File: src/hdl/ufr_pkg.sv
package ufr_pkg;

  localparam logic [7:0] START_BYTE   = 8'h3A;
  localparam int         TIME_COUNT   = 6;
  localparam logic [1:0] HDR_ADDRESS  = 2'd1;
  localparam logic [1:0] HDR_LENGTH   = 2'd2;
  localparam logic [1:0] HDR_FUNCTION = 2'd3;

  typedef enum logic [1:0] {
    PH_IDLE    = 2'd0,
    PH_HEADER  = 2'd1,
    PH_PAYLOAD = 2'd2
  } phase_t;

  typedef struct packed {
    logic [7:0]                      dest_address;
    logic [7:0]                      data_count;
    logic [7:0]                      function_code;
    logic [TIME_COUNT-1:0][7:0]      time_b;
    logic                            indicator_level;
  } frame_t;

endpackage

File: src/hdl/uart_frame_receiver_top.sv
// channel | signals                 | payload
// input   | in_valid / in_stall     | rx_byte
// output  | out_valid / out_stall   | header fields, time_0..time_5, indicator_level
//
// One byte per cycle while in_stall is low. A byte is first held in the input
// register, then the parser updates its state; a completing byte loads the
// result register as the terminator leaves the input register.
// rst is synchronous; parser time bytes clear to zero, its indicator starts high.
// in_stall rises only while a result waits and the held byte completes a frame.
module uart_frame_receiver_top
  import ufr_pkg::*;
(
  input  logic       clk,
  input  logic       rst,
  input  logic       in_valid,
  output logic       in_stall,
  input  logic [7:0] rx_byte,
  output logic       out_valid,
  input  logic       out_stall,
  output logic [7:0] dest_address,
  output logic [7:0] data_count,
  output logic [7:0] function_code,
  output logic [7:0] time_0,
  output logic [7:0] time_1,
  output logic [7:0] time_2,
  output logic [7:0] time_3,
  output logic [7:0] time_4,
  output logic [7:0] time_5,
  output logic       indicator_level
);

  logic       held;
  logic [7:0] held_byte;
  logic       advance;
  logic       done;
  frame_t     frame;
  frame_t     result;

  // bytes that don't finish a frame never wait on the output side
  assign advance = held && (!done || !out_valid || !out_stall);

  ufr_in_stage u_in (
    .clk       (clk),
    .rst       (rst),
    .in_valid  (in_valid),
    .in_stall  (in_stall),
    .rx_byte   (rx_byte),
    .advance   (advance),
    .held      (held),
    .held_byte (held_byte)
  );

  ufr_parser u_parse (
    .clk     (clk),
    .rst     (rst),
    .take    (advance),
    .rx_byte (held_byte),
    .done    (done),
    .frame   (frame)
  );

  always_ff @(posedge clk) begin
    if (rst) begin
      out_valid <= 1'b0;
    end else if (advance && done) begin
      out_valid <= 1'b1;
    end else if (!out_stall) begin
      out_valid <= 1'b0;
    end
  end

  always_ff @(posedge clk) begin
    if (advance && done) begin
      result <= frame;
    end
  end

  assign dest_address    = result.dest_address;
  assign data_count      = result.data_count;
  assign function_code   = result.function_code;
  assign time_0          = result.time_b[0];
  assign time_1          = result.time_b[1];
  assign time_2          = result.time_b[2];
  assign time_3          = result.time_b[3];
  assign time_4          = result.time_b[4];
  assign time_5          = result.time_b[5];
  assign indicator_level = result.indicator_level;

endmodule

File: src/hdl/ufr_in_stage.sv
module ufr_in_stage
  import ufr_pkg::*;
(
  input  logic       clk,
  input  logic       rst,
  input  logic       in_valid,
  output logic       in_stall,
  input  logic [7:0] rx_byte,
  input  logic       advance,
  output logic       held,
  output logic [7:0] held_byte
);

  logic accept;

  assign in_stall = held && !advance;
  assign accept   = in_valid && !in_stall;

  always_ff @(posedge clk) begin
    if (rst) begin
      held <= 1'b0;
    end else if (accept) begin
      held <= 1'b1;
    end else if (advance) begin
      held <= 1'b0;
    end
  end

  always_ff @(posedge clk) begin
    if (accept) begin
      held_byte <= rx_byte;
    end
  end

endmodule

File: src/hdl/ufr_parser.sv
module ufr_parser
  import ufr_pkg::*;
(
  input  logic       clk,
  input  logic       rst,
  input  logic       take,
  input  logic [7:0] rx_byte,
  output logic       done,
  output frame_t     frame
);

  phase_t                      phase, phase_next;
  logic [7:0]                  byte_index, byte_index_next;
  logic [7:0]                  hdr_address, hdr_length, hdr_function;
  logic [TIME_COUNT-1:0][7:0]  time_bytes;
  logic                        indicator;

  // length byte doubles as the payload length while in the payload phase
  assign done = (phase == PH_PAYLOAD) && (byte_index >= hdr_length);

  always_comb begin
    phase_next      = phase;
    byte_index_next = byte_index;
    case (phase)
      PH_PAYLOAD: begin
        if (done) begin
          phase_next = PH_IDLE;
        end else begin
          byte_index_next = byte_index + 8'd1;
        end
      end
      PH_HEADER: begin
        if (byte_index[1:0] == HDR_FUNCTION) begin
          phase_next      = PH_PAYLOAD;
          byte_index_next = 8'd0;
        end else begin
          byte_index_next = byte_index + 8'd1;
        end
      end
      default: begin
        if (rx_byte == START_BYTE) begin
          phase_next      = PH_HEADER;
          byte_index_next = 8'd1;
        end
      end
    endcase
  end

  always_ff @(posedge clk) begin
    if (rst) begin
      phase      <= PH_IDLE;
      byte_index <= '0;
      time_bytes <= '0;
      indicator  <= 1'b1;
    end else if (take) begin
      phase      <= phase_next;
      byte_index <= byte_index_next;
      if (phase == PH_PAYLOAD && !done && byte_index < 8'(TIME_COUNT)) begin
        time_bytes[byte_index[2:0]] <= rx_byte;
      end
      if (done) begin
        indicator <= ~indicator;
      end
    end
  end

  always_ff @(posedge clk) begin
    if (take && phase == PH_HEADER) begin
      case (byte_index[1:0])
        HDR_ADDRESS:  hdr_address  <= rx_byte;
        HDR_LENGTH:   hdr_length   <= rx_byte;
        HDR_FUNCTION: hdr_function <= rx_byte;
        default: ;
      endcase
    end
  end

  always_comb begin
    frame.dest_address    = hdr_address;
    frame.data_count      = hdr_length;
    frame.function_code   = hdr_function;
    frame.time_b          = time_bytes;
    frame.indicator_level = ~indicator;
  end

endmodule

File: config.mk
export PLATFORM = sky130hd
export DESIGN_NAME = uart_frame_receiver_top
export DESIGN_NICKNAME = d
export VERILOG_FILES = /design/src/hdl/ufr_pkg.sv /design/src/hdl/uart_frame_receiver_top.sv /design/src/hdl/ufr_in_stage.sv /design/src/hdl/ufr_parser.sv
export SDC_FILE = /design/constraint.sdc
export NUM_CORES = 1
export LEC_CHECK = 0
export ABC_AREA = 0
export BUFFER_PORTS_ARGS = -buffer_cell sky130_fd_sc_hd__buf_2
export CAP_MARGIN = 40
export CORE_MARGIN = 3
export CORE_UTILIZATION = 61
export DETAILED_ROUTE_END_ITERATION = 10
export PLACE_DENSITY = 0.84
export SETUP_SLACK_MARGIN = 0.2
export SKIP_LAST_GASP = 1
export SLEW_MARGIN = 20
export SYNTH_ARGS = -nofsm -noshare
export SYNTH_HDL_FRONTEND = slang
export SYNTH_SLANG_ARGS = --single-unit
File: constraint.sdc
create_clock -name clk -period 7.75 [get_ports clk]
set_input_delay 0.775 -clock clk [delete_from_list [all_inputs] [get_ports clk]]
set_output_delay 0.775 -clock clk [all_outputs]
set_load 0.01 [all_outputs]
==> flow_summary_export.csv, run 1 <==
group,metric,value,unit
run_status,status,"completed",
clock_network,htreeDepth,4,
final_layout,diodes,0,
detailed_routing,remaining_drc_errors,0,
power_and_ir_drop,p_switching,397.6,µW
power_and_ir_drop,power.density,241.3,nW/µm²
sta,tightest_slew,0.7864,ns
clock_network,ctsResizeCount,0,
detailed_routing,via_count,3723,
grt,grt_max_degree,63,
setup_path,cp_slowest_cell,"and3_2",
final_layout,layout.cells.non_filler,661,
floorplan,row_count,36,
final_layout,fill_cells,650,
clock_network,numCtsBuffers,17,
clock_network,clk_pin_slew,0.07,ns
detailed_routing,drtPass1Iterations,5,
setup_path,critPathBufInv,2,
detailed_routing,avgViaCountPerCell,5.632,
setup_path,path_cells,"inv_1 -> ha_1 -> nor2b_1 -> o21ai_2 -> a32o_1 -> and3_2 -> buf_4",
power_and_ir_drop,vdd_drop_max,174.2,µV
final_layout,drive_gt1_frac,0.2595,
floorplan,core,9819,µm²
place,dpl.cell_count,629,
setup_path,endpoint_kind,"register",
detailed_routing,wl_per_cell,18.80,µm
sta,setup_viol,0,
grt,grt_pass1_vias,3648,
clock_network,clockBufferDepth,2,
power_and_ir_drop,leakage,0.002794,µW
sta,fin_skew,0.01192,ns
grt,grt_use_total,0.2292,
floorplan,fp.dieH,106.6,µm
clock_network,postCtsSetupRepairBufs,0,
place,io_buffers,86,
setup_path,worstPathArrival,3.80,ns
yosys,yosysUniqueCellTypes,52,
grt,grt_pass1_wl,19440,µm
detailed_routing,wl,12430,µm
sta,period_needed,3.640,ns
hold_path,min_path_type,"register to register",
clock_network,cts.sinks,166,
yosys,ys_async_sr_fraction,0,
power_and_ir_drop,seqPwrFrac,0.542,
clock_network,tritoncts,"done",
final_layout,fin_nets,541,
final_layout,synthToLayoutAreaGrowth,17.75,%
grt,overflow,0,
yosys,synth-seq-cells,166,
yosys,synth_ff_type,"edfxtp_1",
sta,fin_setup_tns,0,ns
setup_path,path_delay_family,"compound AO/OA/AOI/OAI gates",
yosys,syn_inst,420,
clock_network,ctsHoldBuffers,0,
floorplan,ios,87,
setup_path,cp-start-kind,"register",
setup_path,critical_path_class,"register to register",
sta,slew_viol_final,0,
power_and_ir_drop,p_int,1357,µW
power_and_ir_drop,combPwrFrac,0.007,
setup_path,cp_max_fo,39,
place,dp_hpwl,7792,µm
job,cap_viol_max_count,0,
power_and_ir_drop,switching_share,0.2267,
yosys,syn_avg_cell_area,14.70,µm²
sta,max_freq,274.7,MHz
place,routabilityCongestion,0.9059,
sta,timing_hold_violations_final,0,
clock_network,cts_root_buf,"clkbuf_8",
power_and_ir_drop,power,1754,µW
setup_path,cpPeakStageDelay,0.76,ns
yosys,ys_warn_count,0,
sta,min_period_over_period,0.4697,
yosys,syn_nets,446,
clock_network,insertion_delay,0.53,ns
floorplan,die_w,106.6,µm
grt,antenna_found_initial,0,
yosys,synth_enable_flop_cells,105,
yosys,synth_seq_area_share,0.7086,
floorplan,initial_core_util,0.6287,
floorplan,dieArea,11360,µm²
sta,rsz0062_at_grt,"false",
setup_path,worstPathRequired,7.91,ns
detailed_routing,dr.first_iter.drc_count,289,
yosys,syn-cell-area,6173,µm²
detailed_routing,drtAntennaViolNets,0,
power_and_ir_drop,clkPwrFrac,0.451,
sta,relSlewSlack,0.4741,
[flip-flops by register name (all words and copies together), names as in the netlist, 2 cells and up]
register,cells
dest_address,8
time_2,8
time_0,8
u_parse.hdr_length,8
function_code,8
time_5,8
time_3,8
u_in.held_byte,8
u_parse.phase,2
u_parse.hdr_function,8
time_4,8
u_parse.hdr_address,8
u_parse.byte_index,8
time_1,8
data_count,8
u_parse.frame,48
[area by class of cell]
class | instances | area [µm²] | area share
flip-flops and latches | 166 | 4374 | 0.6017
multi-input cells | 224 | 1643 | 0.2260
repair buffers | 88 | 445.4 | 0.06127
well taps | 133 | 166.4 | 0.02289
clock inverters | 14 | 155.1 | 0.02134
clock buffers | 18 | 417.9 | 0.05749
inverters | 18 | 67.56 | 0.009294
[per-layer routing]
layer	vias to the layer above	track usage	routed length, µm
met1	1813	0.3056	5300
met4	0	0.08493	248
met5	-	0	0
met2	144	0.3674	6064
met3	22	0.05840	810
li1	1744	-	-
[power groups by stage]
stage	combinational [µW]	clock, µW	sequential [µW]
after floorplan	8.24	0	962
after global placement	12.5	0	970
after detailed placement	12.4	0	970
after CTS	12.4	800	951
after global routing	13.7	842	951
final	12.3	791	951
[stage by stage]
stage	setup WS [ns]	instance area, µm²	hold WS, ns	util
floorplan	3.897	6173	0.4003	-
global placement	4.225	6696	0.4050	0.6820
detailed placement	4.177	6696	0.4054	0.6820
CTS	4.137	7269	0.4074	0.7403
global route	3.853	7269	0.4011	0.7403
finish	4.110	7269	0.4194	0.7403
[cell usage in the layout, fill, tap and decap left out, types with 3 or more instances in the layout]
master     count
nor4_2         3
inv_8          5
and2_1         3
mux2i_1       51
o211ai_2       3
o31ai_1        3
inv_1         18
nand2_1       13
ha_1          14
nand3_1        4
o211ai_1       4
dfxtp_1       61
edfxtp_1     105
a211oi_4       3
buf_2         86
nor3_1         3
clkbuf_16     16
o21a_1         3
clkinv_8       3
a21oi_1        8
o41ai_1        3
o21ai_0        5
inv_6          3
nor2_1        59
or3_1          3
nand4_1        5
[cells in the mapped netlist (all sizes together) (2+ instances only)]
| cell | number | share of area |
|---|---|---|
| edfxtp | 105 | 0.51 |
| a211oi | 3 | 0.0097 |
| or4 | 2 | 0.0024 |
| nand3 | 4 | 0.0032 |
| ha | 14 | 0.028 |
| nor3 | 3 | 0.0024 |
| nand4 | 5 | 0.0051 |
| nor2 | 59 | 0.036 |
| nand4b | 2 | 0.0028 |
| nand2b | 2 | 0.0020 |
| inv | 18 | 0.011 |
| dfxtp | 61 | 0.20 |
| buf | 2 | 0.0036 |
| o41ai | 3 | 0.0043 |
| o31ai | 3 | 0.0036 |
| o21a | 3 | 0.0036 |
| and3 | 2 | 0.0020 |
| or3 | 3 | 0.0030 |
| nand2 | 14 | 0.0089 |
| o211ai | 7 | 0.011 |
| and2 | 4 | 0.0043 |
| o311ai | 2 | 0.0028 |
| clkbuf | 10 | 0.011 |
| o21ai | 8 | 0.0077 |
| mux2i | 51 | 0.083 |
| nor4 | 4 | 0.0071 |
| a21oi | 8 | 0.0065 |
[path summary, 6_finish.rpt]
path / from / endpoint / slack (ns) / cells after the start
hold reg to reg: u_parse.hdr_function[3] / function_code[3] / 0.42 / 0
setup reg to reg: u_parse.byte_index[0] / time_3[3] / 4.11 / 7
setup / recovery: u_parse.byte_index[0] / time_3[3] / 4.11 / 7
hold / removal: u_parse.hdr_function[3] / function_code[3] / 0.42 / 0
[cells by family after synthesis]
family / after synthesis / share of synthesized area
AO/OA/AOI/OAI: 46 / 0.06182
adder cells (fa/ha/maj): 14 / 0.02837
buffers and inverters: 30 / 0.02554
flip-flops: 166 / 0.7086
multiplexers: 51 / 0.08269
AND/OR/NAND/NOR: 113 / 0.09303
[worst register-to-register path: cells and delay by family (launching register included)]
family                   cells  cell delay (ns)
AO/OA/AOI/OAI                2             0.86
adder cells (fa/ha/maj)      1             0.30
buffers and inverters        2             0.72
flip-flops                   1             0.54
AND/OR/NAND/NOR              2             0.82
No activity file was read; power rests on OpenSTA's default activity.
==> run 2: changes to the inputs <==
- CORE_UTILIZATION: 61 -> 56
- PLACE_DENSITY: 0.84 -> 0.78
- clock period: 7.75 -> 3.8 ns (I/O delays scaled with it)
==> flow_summary_export.csv, run 2 (synthesis gave the netlist of run 1 again) <==
group,metric,value,unit
run_status,status,"completed",
floorplan,dieArea,12320,µm²
floorplan,row_count,37,
detailed_routing,via_count,3753,
setup_path,cp-start-kind,"register",
final_layout,drive_gt1_frac,0.2595,
hold_path,min_path_type,"input port to register",
job,cap_viol_max_count,0,
sta,max_freq,313.3,MHz
setup_path,critPathBufInv,2,
clock_network,clockBufferDepth,2,
grt,grt_max_degree,75,
sta,setup_viol,0,
sta,fin_setup_tns,0,ns
final_layout,fin_nets,541,
setup_path,cp_max_fo,12,
grt,antenna_found_initial,0,
final_layout,mostFrequentLayoutCell,"edfxtp_1",
power_and_ir_drop,leakage,0.002803,µW
grt,grt_pass1_wl,20710,µm
detailed_routing,wl_per_cell,19.20,µm
sta,timing_hold_violations_final,0,
sta,tightest_slew,0.7272,ns
sta,relSlewSlack,0.5137,
grt,overflow,0,
place,io_buffers,86,
final_layout,largest_reg_flops,48,
setup_path,endpoint_kind,"primary output",
setup_path,critical_path_class,"register to primary output",
clock_network,postCtsSetupRepairBufs,0,
setup_path,cp_slowest_cell,"dfxtp_1",
sta,min_period_over_period,0.8400,
floorplan,die_w,111.0,µm
detailed_routing,avgViaCountPerCell,5.652,
floorplan,ios,87,
clock_network,clk_pin_slew,0.07,ns
place,dp_hpwl,8002,µm
final_layout,diodes,0,
grt,grt_pass1_vias,3775,
floorplan,core,10510,µm²
clock_network,ctsHoldBuffers,0,
place,routabilityCongestion,0.8813,
detailed_routing,drtPass1Iterations,5,
sta,fin_skew,0.01057,ns
setup_path,cp-startpoint,"u_parse.byte_index[0]",
setup_path,path_delay_family,"compound AO/OA/AOI/OAI gates",
sta,period_needed,3.192,ns
floorplan,fp.dieH,111.0,µm
sta,slew_viol_final,0,
setup_path,rr_startpoint,"u_parse.byte_index[0]",
clock_network,numCtsBuffers,17,
final_layout,mostFrequentLayoutCells,"edfxtp_1 (105), buf_2 (86), dfxtp_1 (61)",
clock_network,cts_root_buf,"clkbuf_8",
detailed_routing,remaining_drc_errors,0,
sta,timing.hold.ws,0.02593,ns
power_and_ir_drop,vdd_drop_max,354.6,µV
grt,grt_use_total,0.2171,
final_layout,final_area,7286,µm²
final_layout,synthToLayoutAreaGrowth,18.02,%
clock_network,cts.sinks,166,
detailed_routing,dr.first_iter.drc_count,221,
place,place_area,6713,µm²
hold_path,min-delay-start,"rx_byte[4]",
detailed_routing,drtAntennaViolNets,0,
floorplan,initial_core_util,0.5875,
clock_network,insertion_delay,0.53,ns
clock_network,htreeDepth,4,
power_and_ir_drop,power.density,492.0,nW/µm²
sta,rsz0062_at_grt,"false",
setup_path,path_cells,"inv_1 -> ha_1 -> nor2b_1 -> o21ai_2 -> a32o_1 -> nand2_1 -> nor2_1 -> buf_2",
setup_path,cpPeakStageDelay,0.53,ns
detailed_routing,wl,12750,µm
setup_path,worstPathRequired,3.42,ns
clock_network,tritoncts,"done",
setup_path,worstPathArrival,2.81,ns
clock_network,ctsResizeCount,0,
## run 2: changes by cell type in the layout (fill, tap and decap cells not counted)
cell,before,now
clkinvlp_4,2,0
clkinv_4,1,4
inv_8,5,4
buf_4,2,1
buf_12,0,1
## run 2: cell type report
cell class | count | area, µm²
repair buffers | 88 | 457.9
well taps | 136 | 170.2
multi-input cells | 224 | 1643
fillers | 709 | 3223
inverters | 18 | 67.56
flip-flops and latches | 166 | 4374
clock buffers | 18 | 417.9
clock inverters | 14 | 155.1
## run 2: routing by layer
layer  track usage  wire length, µm  up-vias
met2        0.3503             6299      130
li1              -                -     1746
met1        0.2830             5435     1855
met4       0.07964              230        0
met3       0.06004              780       22
met5             0                0        -
## run 2: final timing paths
| path | to | slack [ns] | depth (start not counted) |
|---|---|---|---|
| max | in_stall | 0.61 | 8 |
| min | u_in.held_byte[4] | 0.03 | 1 |
| min reg2reg | function_code[7] | 0.43 | 0 |
| max reg2reg | function_code[7] | 0.88 | 7 |
## run 2: power by group
group          switching (µW)  internal (µW)
Combinational            16.8           8.79
Clock                     771            848
Sequential               31.0           1910
## run 2: metrics by stage
step	util	total power [µW]	std cells	setup WS (ns)
after floorplan	-	1978	420	0.7705
after global placement	0.6388	2006	632	1.032
after detailed placement	0.6388	2006	632	0.9465
after CTS	0.6933	3610	664	0.6240
after global routing	0.6933	3699	664	0.3945
final	0.6933	3584	664	0.6081
## run 2: worst reg2reg max path, stage by stage, from the launching register on
cell,delay [ns]
dfxtp_1,0.53
inv_1,0.14
ha_1,0.30
nor2b_1,0.06
o21ai_2,0.36
a32o_1,0.51
and3_2,0.28
buf_12,0.32
==> run 3: changes to the inputs <==
- clock period: 3.8 -> 2.95 ns (I/O delays scaled with it)
==> flow_summary_export.csv, run 3 (synthesis gave the netlist of run 1 again) <==
group,metric,value,unit
sta,max_freq,384.3,MHz
setup_path,cp_max_fo,11,
job,cap_viol_max_count,0,
power_and_ir_drop,leakage,0.002911,µW
sta,slew_viol_final,0,
floorplan,ios,87,
floorplan,dieArea,12320,µm²
clock_network,tritoncts,"done",
setup_path,r2r-end,"u_parse.hdr_address[0]",
final_layout,synthToLayoutAreaGrowth,22.11,%
grt,grt_pass1_vias,3917,
grt,grt_use_total,0.2243,
floorplan,fp.dieH,111.0,µm
place,dp_hpwl,8529,µm
hold_path,min_path_type,"input port to register",
run_status,status,"completed",
final_layout,final_area,7538,µm²
floorplan,die_w,111.0,µm
detailed_routing,wl,13160,µm
sta,period_needed,2.602,ns
power_and_ir_drop,vdd_drop_max,389.3,µV
final_layout,largest_reg_flops,48,
sta,tightest_slew,0.6226,ns
sta,relSlewSlack,0.5841,
detailed_routing,via_count,3852,
hold_path,min_to,"u_in.held",
floorplan,initial_core_util,0.5875,
setup_path,endpoint_kind,"primary output",
grt,grt_pass1_wl,21400,µm
final_layout,mostFrequentLayoutCell,"edfxtp_1",
final_layout,diodes,0,
grt,grt_max_degree,47,
setup_path,critical_path_class,"register to primary output",
setup_path,rr_startpoint,"u_parse.byte_index[0]",
detailed_routing,wl_per_cell,19.18,µm
hold_path,min-delay-start,"out_stall",
floorplan,row_count,37,
setup_path,r2r_setup_slack,0.51,ns
hold_path,hold_path_depth,3,
detailed_routing,drtPass1Iterations,5,
grt,overflow,0,
clock_network,insertion_delay,0.53,ns
clock_network,clk_pin_slew,0.07,ns
clock_network,cts.sinks,166,
place,dp_slack,0.4258,ns
sta,min_period_over_period,0.8820,
setup_path,worstPathRequired,2.65,ns
clock_network,numCtsBuffers,17,
place,place_area,6792,µm²
grt,antenna_found_initial,0,
clock_network,htreeDepth,4,
sta,rsz0062_at_grt,"false",
sta,finalWorstSetupSlack,0.3482,ns
detailed_routing,drtAntennaViolNets,0,
detailed_routing,avgViaCountPerCell,5.615,
final_layout,mostFrequentLayoutCells,"edfxtp_1 (105), buf_2 (86), nor2_1 (59), dfxtp_1 (59), mux2i_1 (51)",
sta,fin_skew,0.01592,ns
clock_network,clockBufferDepth,2,
detailed_routing,dr.first_iter.drc_count,265,
detailed_routing,remaining_drc_errors,0,
sta,fin_setup_tns,0,ns
clock_network,cts_root_buf,"clkbuf_8",
final_layout,drive_gt1_frac,0.2891,
power_and_ir_drop,power.density,614.6,nW/µm²
final_layout,fin_nets,563,
sta,timing_hold_violations_final,0,
setup_path,worstRegToRegCells,8,
place,io_buffers,86,
place,routabilityCongestion,0.9057,
sta,setup_viol,0,
setup_path,cp-start-kind,"register",
setup_path,worstPathArrival,2.31,ns
floorplan,core,10510,µm²
run 3: changes by cell type in the layout (fill, tap and decap cells not counted), sizes merged:
cell,before,now
buf,88,101
clkinv,7,5
clkinvlp,0,3
dlygate4sd3,0,9
inv,25,24
run 3: stage by stage:
step                      hold WS, ns  utilization  total power [µW]  std cells
after global placement         0.4022       0.6463              2584        642
after detailed placement       0.4089       0.6463              2586        642
after global routing          0.09214       0.7173              4766        686
after floorplan                0.3939            -              2548        420
final                         0.08623       0.7173              4633        686
after CTS                     0.07058       0.7131              4654        684
run 3: per-layer routing:
layer,GRT usage,share of wire,vias up
met5,0,0,-
met2,0.3548,0.49,159
li1,-,-,1791
met1,0.2943,0.42,1884
met3,0.07314,0.077,18
met4,0.07553,0.016,0
run 3: worst max-delay path by stage:
stage                                from  slack (ns)                      to  cells past startpoint
finish              u_parse.byte_index[0]        0.35                in_stall                      9
global route        u_parse.hdr_length[2]        0.21                in_stall                      9
CTS                 u_parse.hdr_length[2]        0.21                in_stall                      9
detailed placement  u_parse.byte_index[0]        0.43  u_parse.hdr_address[3]                      7
global placement         u_parse.phase[0]        0.48       u_parse.frame[10]                      7
floorplan           u_parse.hdr_length[7]        0.28           data_count[0]                      7
run 3: repair_timing:
item / CTS / global route
setup buffers: 1 / 2
setup endpoints to repair: 1 / 1
hold buffers: 9 / 0
resized for setup: 7 / 8
endpoints found under the hold margin: 9 / 0
cloned: 0 / 0
pin swaps: 1 / 1
run 3: report_power, final:
group	switching, µW	internal (µW)	leakage, µW
Sequential	38.6	2460	0.00146
Combinational	28.5	20.6	0.00119
Clock	998	1090	0.000269
run 3: final cells by class:
cell class / instances / area [µm²]
Timing Repair Buffer: 110 / 645.6
Inverter: 18 / 67.56
Multi-Input combinational cell: 224 / 1702
Clock inverter: 14 / 156.4
Clock buffer: 18 / 417.9
Fill cell: 713 / 2970
Sequential cell: 166 / 4379
Tap cell: 136 / 170.2
run 3: critical path, stage by stage, from the launching register on:
cell	delay [ns]
dfxtp_4	0.40
inv_1	0.09
ha_1	0.31
nor2b_4	0.15
o21ai_4	0.07
a32o_1	0.27
buf_4	0.17
nand2_1	0.11
nor2_1	0.05
buf_2	0.14
